`config.mk`:
```
export PLATFORM = sky130hd
export DESIGN_NAME = sorted_stream_merge_core
export DESIGN_NICKNAME = d
export VERILOG_FILES = /design/src/rtl/ssm_pkg.sv /design/src/rtl/sorted_stream_merge_core.sv /design/src/rtl/ssm_ctrl.sv /design/src/rtl/ssm_datapath.sv
export SDC_FILE = /design/constraint.sdc
export NUM_CORES = 1
export LEC_CHECK = 0
export ABC_AREA = 1
export BUFFER_PORTS_ARGS = -buffer_cell sky130_fd_sc_hd__buf_4
export CAP_MARGIN = 15
export CORE_MARGIN = 4
export CORE_UTILIZATION = 51
export CTS_BUF_LIST = sky130_fd_sc_hd__clkbuf_4 sky130_fd_sc_hd__clkbuf_8
export CTS_CLUSTER_DIAMETER = 40
export DETAILED_ROUTE_END_ITERATION = 7
export PLACE_DENSITY = 0.69
export SLEW_MARGIN = 20
export SYNTH_ARGS = -nofsm -noshare
export SYNTH_HDL_FRONTEND = slang
export SYNTH_SLANG_ARGS = --single-unit
```
`constraint.sdc`:
```
create_clock -name aclk -period 9.9 [get_ports aclk]
set_clock_uncertainty 0.05 [all_clocks]
set_input_delay 1.98 -clock aclk [delete_from_list [all_inputs] [get_ports aclk]]
set_output_delay 1.98 -clock aclk [all_outputs]
set_load 0.1 [all_outputs]
```
`src/rtl/ssm_pkg.sv`:
```
`timescale 1ns / 1ps
// Shared types, codes and defaults for the sorted stream merge block.
// Used by ssm_ctrl, ssm_datapath, sorted_stream_merge_core and ssm_checker.
package ssm_pkg;

    localparam int DATA_W               = 32;
    localparam int OP_W                 = 2;
    localparam int STAT_W               = 2;
    localparam int DEFAULT_BUFFER_DEPTH = 16;
    localparam int DEFAULT_VALUE_WIDTH  = 32;

    typedef enum logic [OP_W-1:0] {
        OP_PUSH_FIRST  = 2'd0,
        OP_PUSH_SECOND = 2'd1,
        OP_END_FIRST   = 2'd2,
        OP_END_SECOND  = 2'd3
    } op_t;

    typedef enum logic [STAT_W-1:0] {
        STAT_ELEM    = 2'd0,
        STAT_EMPTY   = 2'd1,
        STAT_REFUSED = 2'd2
    } status_t;

    typedef enum logic [2:0] {
        ST_IDLE,
        ST_REFUSE,
        ST_FETCH,
        ST_EVAL
    } state_t;

    // controller to datapath
    typedef struct packed {
        logic accept;
        logic load_elem;
        logic load_empty;
        logic load_refuse;
    } cmd_t;

    // datapath to controller
    typedef struct packed {
        logic refuse;
        logic can_elem;
        logic can_empty;
        logic out_free;
    } stat_t;

endpackage

```
`src/rtl/sorted_stream_merge_core.sv`:
```
`timescale 1ns / 1ps
// Top level of the sorted stream merge block: two-way merge of ascending sequences.
// Depends on ssm_pkg, ssm_ctrl and ssm_datapath.
//
// Input request: s_tuser carries the op (push to first, push to second, end
// first, end second), s_tdata the signed element value. Result request:
// m_tdata the merged value, m_tlast the final element of a merge, m_tuser the
// status (element, both sequences empty, push refused).
// Elements wait in two FIFOs of BUFFER_DEPTH entries each. One element is held
// back until both sequences have ended, so the final one can carry m_tlast.
// Flow: an accepted request passes a fetch step (head read from the FIFO
// memory) before it is evaluated; each result it releases takes a fetch step
// and an evaluate step (head read, then compare and load of the output
// register), and shows on m_tvalid from that register. s_tready returns once
// no further result can be decided. A refused push is loaded as its status
// result from a refuse state, once the output register is free.
// The output register holds a result while m_tready is low; the next request
// is taken meanwhile, and evaluation stalls only when a further result is due.
// Reset (aresetn low, synchronous) empties both FIFOs, clears the end flags
// and drops m_tvalid. No clearing pass is needed.
module sorted_stream_merge_core #(
    parameter int BUFFER_DEPTH = ssm_pkg::DEFAULT_BUFFER_DEPTH,
    parameter int VALUE_WIDTH  = ssm_pkg::DEFAULT_VALUE_WIDTH
) (
    input  logic                        aclk,
    input  logic                        aresetn,
    input  logic                        s_tvalid,
    output logic                        s_tready,
    input  logic [ssm_pkg::DATA_W-1:0]  s_tdata,   // [31:0] value
    input  logic [ssm_pkg::OP_W-1:0]    s_tuser,   // [1:0] op
    output logic                        m_tvalid,
    input  logic                        m_tready,
    output logic [ssm_pkg::DATA_W-1:0]  m_tdata,   // [31:0] out_value
    output logic                        m_tlast,
    output logic [ssm_pkg::STAT_W-1:0]  m_tuser    // [1:0] status
);
    import ssm_pkg::*;

    cmd_t  cmd;
    stat_t st;

    ssm_ctrl u_ctrl (
        .aclk     (aclk),
        .aresetn  (aresetn),
        .s_tvalid (s_tvalid),
        .s_tready (s_tready),
        .st       (st),
        .cmd      (cmd)
    );

    ssm_datapath #(
        .BUFFER_DEPTH (BUFFER_DEPTH),
        .VALUE_WIDTH  (VALUE_WIDTH)
    ) u_datapath (
        .aclk     (aclk),
        .aresetn  (aresetn),
        .s_tdata  (s_tdata),
        .s_tuser  (s_tuser),
        .m_tvalid (m_tvalid),
        .m_tready (m_tready),
        .m_tdata  (m_tdata),
        .m_tlast  (m_tlast),
        .m_tuser  (m_tuser),
        .cmd      (cmd),
        .st       (st)
    );

endmodule

```
`src/rtl/ssm_ctrl.sv`:
```
`timescale 1ns / 1ps
// Controller state machine of the sorted stream merge block.
// Depends on ssm_pkg; drives ssm_datapath through cmd_t and reads stat_t.
module ssm_ctrl (
    input  logic           aclk,
    input  logic           aresetn,
    input  logic           s_tvalid,
    output logic           s_tready,
    input  ssm_pkg::stat_t st,
    output ssm_pkg::cmd_t  cmd
);
    import ssm_pkg::*;

    state_t state_reg, state_next;

    always_ff @(posedge aclk) begin
        if (!aresetn) begin
            state_reg <= ST_IDLE;
        end else begin
            state_reg <= state_next;
        end
    end

    always_comb begin
        state_next = state_reg;
        cmd        = '0;
        s_tready   = 1'b0;
        case (state_reg)
            ST_IDLE: begin
                s_tready = 1'b1;
                if (s_tvalid) begin
                    if (st.refuse) begin
                        state_next = ST_REFUSE;
                    end else begin
                        cmd.accept = 1'b1;
                        state_next = ST_FETCH;
                    end
                end
            end
            ST_REFUSE: begin
                if (st.out_free) begin
                    cmd.load_refuse = 1'b1;
                    state_next      = ST_IDLE;
                end
            end
            ST_FETCH: begin
                state_next = ST_EVAL;
            end
            ST_EVAL: begin
                if (st.can_elem) begin
                    if (st.out_free) begin
                        cmd.load_elem = 1'b1;
                        state_next    = ST_FETCH;
                    end
                end else if (st.can_empty) begin
                    if (st.out_free) begin
                        cmd.load_empty = 1'b1;
                        state_next     = ST_IDLE;
                    end
                end else begin
                    state_next = ST_IDLE;
                end
            end
            default: begin
                state_next = ST_IDLE;
            end
        endcase
    end

endmodule

```
`src/rtl/ssm_datapath.sv`:
```
`timescale 1ns / 1ps
// Datapath of the sorted stream merge block: two FIFOs, head compare, output register.
// Depends on ssm_pkg; commanded by ssm_ctrl.
module ssm_datapath #(
    parameter int BUFFER_DEPTH = ssm_pkg::DEFAULT_BUFFER_DEPTH,
    parameter int VALUE_WIDTH  = ssm_pkg::DEFAULT_VALUE_WIDTH
) (
    input  logic                        aclk,
    input  logic                        aresetn,
    input  logic [ssm_pkg::DATA_W-1:0]  s_tdata,
    input  logic [ssm_pkg::OP_W-1:0]    s_tuser,
    output logic                        m_tvalid,
    input  logic                        m_tready,
    output logic [ssm_pkg::DATA_W-1:0]  m_tdata,
    output logic                        m_tlast,
    output logic [ssm_pkg::STAT_W-1:0]  m_tuser,
    input  ssm_pkg::cmd_t               cmd,
    output ssm_pkg::stat_t              st
);
    import ssm_pkg::*;

    localparam int AW = (BUFFER_DEPTH > 1) ? $clog2(BUFFER_DEPTH) : 1;
    localparam int CW = $clog2(BUFFER_DEPTH + 1);
    localparam int XW = (VALUE_WIDTH > DATA_W) ? VALUE_WIDTH : DATA_W;
    localparam logic [AW-1:0] LAST_ADDR = AW'(BUFFER_DEPTH - 1);
    localparam logic [CW-1:0] FULL_CNT  = CW'(BUFFER_DEPTH);

    logic [VALUE_WIDTH-1:0] mem_f [BUFFER_DEPTH];
    logic [VALUE_WIDTH-1:0] mem_s [BUFFER_DEPTH];

    logic [AW-1:0]          rd_f_reg, rd_s_reg, wr_f_reg, wr_s_reg;
    logic [CW-1:0]          cnt_f_reg, cnt_s_reg;
    logic                   done_f_reg, done_s_reg;
    logic [VALUE_WIDTH-1:0] head_f_reg, head_s_reg;

    logic                   out_valid_reg;
    logic [VALUE_WIDTH-1:0] out_value_reg;
    logic                   out_last_reg;
    status_t                out_status_reg;

    logic [XW-1:0]          in_ext, out_ext;
    logic [VALUE_WIDTH-1:0] in_value;
    op_t                    op;
    logic                   push_f, push_s;
    logic                   has_f, has_s, both;
    logic [CW:0]            total;
    logic                   take_f, can_take, last_elem;

    assign op       = op_t'(s_tuser);
    assign in_ext   = XW'(s_tdata);
    assign in_value = in_ext[VALUE_WIDTH-1:0];
    assign push_f   = cmd.accept && (op == OP_PUSH_FIRST);
    assign push_s   = cmd.accept && (op == OP_PUSH_SECOND);

    assign has_f = (cnt_f_reg != '0);
    assign has_s = (cnt_s_reg != '0);
    assign both  = done_f_reg && done_s_reg;
    assign total = {1'b0, cnt_f_reg} + {1'b0, cnt_s_reg};

    always_comb begin
        take_f   = 1'b0;
        can_take = 1'b0;
        if (has_f && has_s) begin
            can_take = 1'b1;
            take_f   = ($signed(head_f_reg) <= $signed(head_s_reg));
        end else if (has_f && done_s_reg) begin
            can_take = 1'b1;
            take_f   = 1'b1;
        end else if (has_s && done_f_reg) begin
            can_take = 1'b1;
        end
    end

    assign last_elem = both && (total == (CW+1)'(1));

    always_comb begin
        st.refuse    = 1'b0;
        case (op)
            OP_PUSH_FIRST:  st.refuse = done_f_reg || (cnt_f_reg == FULL_CNT);
            OP_PUSH_SECOND: st.refuse = done_s_reg || (cnt_s_reg == FULL_CNT);
            default:        st.refuse = 1'b0;
        endcase
        st.can_elem  = can_take && (both || (total >= (CW+1)'(2)));
        st.can_empty = both && !has_f && !has_s;
        st.out_free  = !out_valid_reg || m_tready;
    end

    // storage and head read
    always_ff @(posedge aclk) begin
        if (push_f) begin
            mem_f[wr_f_reg] <= in_value;
        end
        if (push_s) begin
            mem_s[wr_s_reg] <= in_value;
        end
        head_f_reg <= mem_f[rd_f_reg];
        head_s_reg <= mem_s[rd_s_reg];
    end

    always_ff @(posedge aclk) begin
        if (!aresetn) begin
            rd_f_reg   <= '0;
            rd_s_reg   <= '0;
            wr_f_reg   <= '0;
            wr_s_reg   <= '0;
            cnt_f_reg  <= '0;
            cnt_s_reg  <= '0;
            done_f_reg <= 1'b0;
            done_s_reg <= 1'b0;
        end else begin
            if (push_f) begin
                wr_f_reg  <= (wr_f_reg == LAST_ADDR) ? '0 : wr_f_reg + 1'b1;
                cnt_f_reg <= cnt_f_reg + 1'b1;
            end
            if (push_s) begin
                wr_s_reg  <= (wr_s_reg == LAST_ADDR) ? '0 : wr_s_reg + 1'b1;
                cnt_s_reg <= cnt_s_reg + 1'b1;
            end
            if (cmd.accept && (op == OP_END_FIRST)) begin
                done_f_reg <= 1'b1;
            end
            if (cmd.accept && (op == OP_END_SECOND)) begin
                done_s_reg <= 1'b1;
            end
            if (cmd.load_elem) begin
                if (take_f) begin
                    rd_f_reg  <= (rd_f_reg == LAST_ADDR) ? '0 : rd_f_reg + 1'b1;
                    cnt_f_reg <= cnt_f_reg - 1'b1;
                end else begin
                    rd_s_reg  <= (rd_s_reg == LAST_ADDR) ? '0 : rd_s_reg + 1'b1;
                    cnt_s_reg <= cnt_s_reg - 1'b1;
                end
                if (last_elem) begin
                    done_f_reg <= 1'b0;
                    done_s_reg <= 1'b0;
                end
            end
            if (cmd.load_empty) begin
                done_f_reg <= 1'b0;
                done_s_reg <= 1'b0;
            end
        end
    end

    // output register
    always_ff @(posedge aclk) begin
        if (!aresetn) begin
            out_valid_reg <= 1'b0;
        end else if (cmd.load_elem || cmd.load_empty || cmd.load_refuse) begin
            out_valid_reg <= 1'b1;
        end else if (m_tready) begin
            out_valid_reg <= 1'b0;
        end
    end

    always_ff @(posedge aclk) begin
        if (cmd.load_elem) begin
            out_value_reg  <= take_f ? head_f_reg : head_s_reg;
            out_last_reg   <= last_elem;
            out_status_reg <= STAT_ELEM;
        end else if (cmd.load_empty) begin
            out_value_reg  <= '0;
            out_last_reg   <= 1'b0;
            out_status_reg <= STAT_EMPTY;
        end else if (cmd.load_refuse) begin
            out_value_reg  <= '0;
            out_last_reg   <= 1'b0;
            out_status_reg <= STAT_REFUSED;
        end
    end

    assign out_ext  = XW'(out_value_reg);
    assign m_tvalid = out_valid_reg;
    assign m_tdata  = out_ext[DATA_W-1:0];
    assign m_tlast  = out_last_reg;
    assign m_tuser  = out_status_reg;

endmodule

```
==> impl_metrics.csv, run 1 <==
group,metric,value,unit
clocking,cts.sinks,1155,
timing,rsz0062_at_grt,"no",
worst_setup_path,path_class,"input port to register",
clocking,cts_resized,0,
logic_synthesis,synth_seq_cells,1155,
finish,drive_gt1_share,13.6,%
logic_synthesis,netlist_area,45200,sq um
placement,hpwl,64.4,mm
timing,finalCritPeriodShare,40.5,%
finish,nNetsFinal,3522,
drt,drc,0,
logic_synthesis,synth_nets,3418,
global_route,grtUsageTotal,23.6,%
die,die_y,306,um
finish,biggestRegsByFlops,"u_datapath.mem_f x512, u_datapath.mem_s x512",
die,start_util,51.7,%
min_path,hp-class,"register to register",
power,cellLeakagePower,0.0168,uW
clocking,clock_path_buffers,3,
clocking,cts_tree,"yes",
placement,dp.cells,4396,
power,p_per_area,186,nW/um^2
clocking,hold_buffers,0,
worst_setup_path,startpoint_type,"input port",
logic_synthesis,synthDistinctLibCells,40,
logic_synthesis,synthCells,3328,
timing,finalSetupViolCount,0,
global_route,grt_pass1_vias,26600,
worst_setup_path,crit_fanout,32,
worst_setup_path,required,10240,ps
logic_synthesis,avgSynthCellArea,13.6,sq um
worst_setup_path,cpMaxStageDelayCell,"nor2_4",
worst_setup_path,cp_slowest_stage_delay,900,ps
timing,max-slew-margin-rel,26.2,%
global_route,grt_overflow,0,
die,dieArea,93500,sq um
timing,fin_tns_setup,0,ps
finish,fin_cells,4741,
die,die_w,306,um
drt,drtIter0Drc,3535,
clocking,cts_setup_buffers,0,
drt,antenna_left,0,
finish,final_common_cell,"edfxtp_1",
drt,routed_wl,113,mm
timing,hold_viol_final,0,
outcome,status,"complete, no violations",
global_route,grt_pass1_wl,167,mm
worst_setup_path,cpMostUsedCell,"nand2_1",
logic_synthesis,yosysSeqAreaShare,74.5,%
finish,layout_common_cells,"edfxtp_1, nor2_1, o21ai_0",
clocking,clk_latency,820,ps
job,drv_cap,0,
finish,syn_to_final_growth,12.7,%
timing,tightest_slew,1100,ps
worst_setup_path,worstPathCellList,"buf_4 > inv_1 > nor2_1 > nand2_1 > nand4_1 > inv_2 > nand2_1 > inv_2 > nand2_1 > nor2_4",
drt,vias,28100,
timing,whs,416,ps
clocking,ctsRootBufferMaster,"clkbuf_8",
clocking,htree_levels,4,
logic_synthesis,yosys_warnings,0,
timing,slew_violations,0,
drt,avgViaCountPerCell,5.92,
die,rows,108,
global_route,antenna_found_initial,6,
drt,dr.pass1.iters,6,
worst_setup_path,crit_path_end_kind,"register",
clocking,clkTransAtPathRegs,50,ps
clocking,numCtsBuffers,182,
die,coreArea,87400,sq um
drt,wl_per_cell,23.7,um
timing,timing.final.crit_period,4010,ps
timing,fmax,249,MHz
placement,gp_congestion,0.841,
worst_setup_path,crit_arrival,4360,ps
power,peakVddDrop,0.146,mV
placement,portBuffers,74,
global_route,grt_max_degree,197,
die,ios,75,
==> metal layers <==
| metal | GRT usage [%] | routed length (um) |
|---|---|---|
| met5 | 0 | 0 |
| met4 | 7.73 | 3180 |
| met3 | 4.69 | 10100 |
| met2 | 36.2 | 51500 |
| met1 | 34.2 | 47800 |
==> worst max-delay path: cells and delay by family <==
kind,cells,cell delay (ps)
buffers and inverters,4,580
and+or+nand+nor,6,1740
==> cell usage after synthesis (all sizes together) <==
master / number / area share, %
clkbuf: 164 / 1.4
o221ai: 102 / 2.0
and2: 2 / 0.028
conb: 1 / 0.0083
a211oi: 1 / 0.017
clkinv: 5 / 0.044
buf: 38 / 0.45
o32ai: 154 / 3.0
nor3: 8 / 0.089
dfxtp: 98 / 4.3
o21bai: 1 / 0.042
nand4: 7 / 0.097
nand2: 268 / 2.3
inv: 96 / 0.80
xor2: 13 / 0.25
a21o: 1 / 0.017
mux2i: 102 / 2.3
fa: 1 / 0.044
nand3: 133 / 1.5
nand3b: 1 / 0.017
o2111ai: 1 / 0.019
edfxtp: 1057 / 70
ha: 51 / 1.4
or2: 1 / 0.014
nor2: 644 / 5.4
o21ai: 317 / 3.5
o211ai: 27 / 0.45
a21oi: 34 / 0.40
==> power by group <==
group	internal [uW]	leakage (uW)	switching, uW
logic	28.8	0.00446	132
registers	5330	0.0104	7.21
clock network	2160	0.00195	1840
==> through the flow <==
step                      total power [uW]  cell area [sq um]  utilization [%]  setup slack [ps]
after floorplan                       5480              45200                -              5300
after global placement                5600              47000             53.7              5080
after detailed placement              5600              47100             53.9              5060
after CTS                             9550              50800             58.1              5920
after global routing                  9810              51000             58.3              5700
final                                 9500              51000             58.3              5890
==> cell type report <==
cell class                      instances  area, sq um
Clock buffer                          262         3170
Antenna cell                            1         2.50
Sequential cell                      1155        33700
Clock inverter                         75          492
Multi-Input combinational cell       1870        10600
Timing Repair Buffer                  122         1180
Tap cell                             1155         1450
Inverter                              101          390
Fill cell                            6698        36500
==> cell families after synthesis <==
| kind of cell | after synthesis | synth area share (%) |
|---|---|---|
| simple gates | 1064 | 9.43 |
| mux | 102 | 2.26 |
| buf+inv | 303 | 2.65 |
| other cells | 1 | 0.00829 |
| flops | 1155 | 74.5 |
| xor+xnor | 13 | 0.252 |
| compound gates | 638 | 9.41 |
| fa+ha+maj | 52 | 1.46 |
==> final timing paths <==
kind / startpoint / cells past startpoint / end / slack (ps)
min reg2reg: u_datapath.m_tuser[1]$_SDFFE_PP0P_ / 2 / u_datapath.m_tuser[1]$_SDFFE_PP0P_ / 420
max: s_tuser[0] / 10 / u_datapath.mem_f[2][14]$_DFFE_PP_ / 5890
min: u_datapath.m_tuser[1]$_SDFFE_PP0P_ / 2 / u_datapath.m_tuser[1]$_SDFFE_PP0P_ / 420
max reg2reg: u_datapath.rd_f_reg[1]$_SDFFE_PN0P_ / 6 / u_datapath.head_f_reg[13]$_DFF_P_ / 6190
Power figures use the tool's default switching activity.
==> run 2, diff against run 1 <==
==> constraint.sdc (replaced) <==
create_clock -name aclk -period 3.78 [get_ports aclk]
set_clock_uncertainty 0.05 [all_clocks]
set_input_delay 0.756 -clock aclk [delete_from_list [all_inputs] [get_ports aclk]]
set_output_delay 0.756 -clock aclk [all_outputs]
set_load 0.1 [all_outputs]
==> impl_metrics.csv, run 2 (synthesis gave the netlist of run 1 again) <==
group,metric,value,unit
timing,finalCritPeriodShare,90.9,%
drt,drc,0,
worst_setup_path,cpLargestDelayFamily,"simple AND/OR/NAND/NOR gates",
placement,portBuffers,74,
worst_setup_path,crit_path_end_kind,"register",
die,rows,108,
finish,final_common_cell,"edfxtp_1",
drt,top_layer_used,"met4",
finish,register_area,33700,sq um
finish,nNetsFinal,3566,
placement,hpwl,66.1,mm
die,ios,75,
drt,avgViaCountPerCell,5.97,
worst_setup_path,worstPathCellList,"inv_1 > ha_1 > nand2_1 > nor2_1 > nand2_1 > nor3_1 > nand2_1 > a21oi_1 > nand2_1 > nand3_4 > clkinv_2 > nand2_1 > o21ai_1",
drt,drtIter0Drc,3310,
drt,wl_met2,54.4,mm
clocking,htree_levels,4,
drt,met3_length,11.7,mm
clocking,hold_buffers,0,
worst_setup_path,crit_fanout,33,
finish,fillers,6672,
min_path,hp-class,"input port to register",
die,start_util,51.7,%
die,die_y,306,um
finish,syn_to_final_growth,13.9,%
clocking,cts.sinks,1155,
drt,routed_wl,117,mm
worst_setup_path,path_buf_inv,2,
clocking,cts_resized,0,
clocking,cts_setup_buffers,0,
drt,drt-met1-wl,48.4,mm
power,pwr-share-clk,43.3,%
placement,gp_congestion,0.875,
worst_setup_path,crit_arrival,3960,ps
global_route,grt_overflow,0,
clocking,ctsRootBufferMaster,"clkbuf_8",
drt,dr.pass1.iters,6,
clocking,clk_latency,840,ps
timing,fin_tns_setup,0,ps
drt,vias,28600,
worst_setup_path,path_class,"register to register",
power,p_sw,5150,uW
die,die_w,306,um
global_route,antenna_found_initial,2,
finish,layout_common_cells,"edfxtp_1, nor2_1, o21ai_0",
worst_setup_path,startpoint_type,"register",
timing,whs,201,ps
finish,biggestRegsByFlops,"u_datapath.mem_f x512, u_datapath.mem_s x512",
power,swShare,20.4,%
timing,rsz0062_at_grt,"no",
timing,finalSetupViolCount,0,
job,drv_cap,0,
power,cellLeakagePower,0.0170,uW
outcome,status,"complete, no violations",
global_route,grtUsageTotal,24.7,%
global_route,grt_pass1_vias,27500,
die,coreArea,87400,sq um
power,peakVddDrop,0.315,mV
power,internal_power,20100,uW
timing,tightest_slew,1130,ps
power,pwr-share-seq,55.3,%
worst_setup_path,cp_slowest_stage_delay,510,ps
timing,hold_viol_final,0,
power,p_total,25300,uW
clocking,numCtsBuffers,184,
worst_setup_path,cpMaxStageDelayCell,"clkinv_2",
power,p_per_area,491,nW/um^2
worst_setup_path,cpMostUsedCell,"nand2_1",
clocking,cts_tree,"yes",
global_route,grt_max_degree,161,
clocking,clkTransAtPathRegs,60,ps
timing,slew_violations,0,
drt,antenna_left,0,
finish,drive_gt1_share,14.6,%
timing,fmax,291,MHz
timing,timing.final.crit_period,3430,ps
timing,max-slew-margin-rel,24.0,%
finish,multi_input_area,10600,sq um
clocking,clock_path_buffers,3,
die,dieArea,93500,sq um
drt,wl_per_cell,24.6,um
global_route,grt_pass1_wl,174,mm
worst_setup_path,required,4310,ps
power,pwr-share-comb,1.5,%
[run 2: changes by cell type in the layout (fill, tap and decap cells not counted), moves of 3 or more]
cell        change
buf_4          +31
buf_12         +19
buf_16          -8
bufinv_16       +7
clkinv_2        -7
clkinvlp_4      +3
[run 2: power by group through the flow]
| stage | Clock [uW] | Combinational, uW | Sequential (uW) |
|---|---|---|---|
| floorplan | 0 | 102 | 14300 |
| global placement | 0 | 362 | 14200 |
| detailed placement | 0 | 367 | 14200 |
| CTS | 11100 | 369 | 14000 |
| finish | 10900 | 367 | 14000 |
| global route | 11700 | 403 | 14000 |
[run 2: cell type report]
cell class,instances,area share (%)
repair buffers,164,3.05
multi-input cells,1870,20.5
inverters,101,0.758
flip-flops and latches,1155,65.5
clock buffers,260,6.13
diodes,1,0.00486
well taps,1155,2.81
clock inverters,74,1.26
[run 2: metal layers]
layer,GRT usage (%),vias up
li1,-,12700
met1,35.2,14200
met2,38.5,1404
met3,5.37,201
met4,7.93,0
met5,0,-
[run 2: worst paths after layout]
kind | startpoint | end | slack, ps | depth (start not counted)
worst max-delay path | u_datapath.head_s_reg[31]$_DFF_P_ | u_datapath.m_tdata[4]$_SDFFCE_PP0P_ | 350 | 13
worst min-delay path | s_tuser[1] | u_datapath.done_f_reg$_SDFF_PP0_ | 200 | 3
worst max register to register | u_datapath.head_s_reg[31]$_DFF_P_ | u_datapath.m_tdata[4]$_SDFFCE_PP0P_ | 350 | 13
worst min register to register | u_datapath.m_tuser[1]$_SDFFE_PP0P_ | u_datapath.m_tuser[1]$_SDFFE_PP0P_ | 410 | 2
[run 2: worst min-delay path, stage by stage]
cell	delay (ps)
buf_4	130
nand3_1	70
a21oi_1	60
[run 2: stage by stage]
stage / util (%) / instance area, sq um / worst slack [ps] / instances
floorplan: - / 45200 / 126 / 3328
global placement: 54.5 / 47700 / 508 / 4444
detailed placement: 54.6 / 47700 / 494 / 4445
CTS: 58.9 / 51500 / 510 / 4779
global route: 58.9 / 51500 / 133 / 4780
finish: 58.9 / 51500 / 345 / 4780
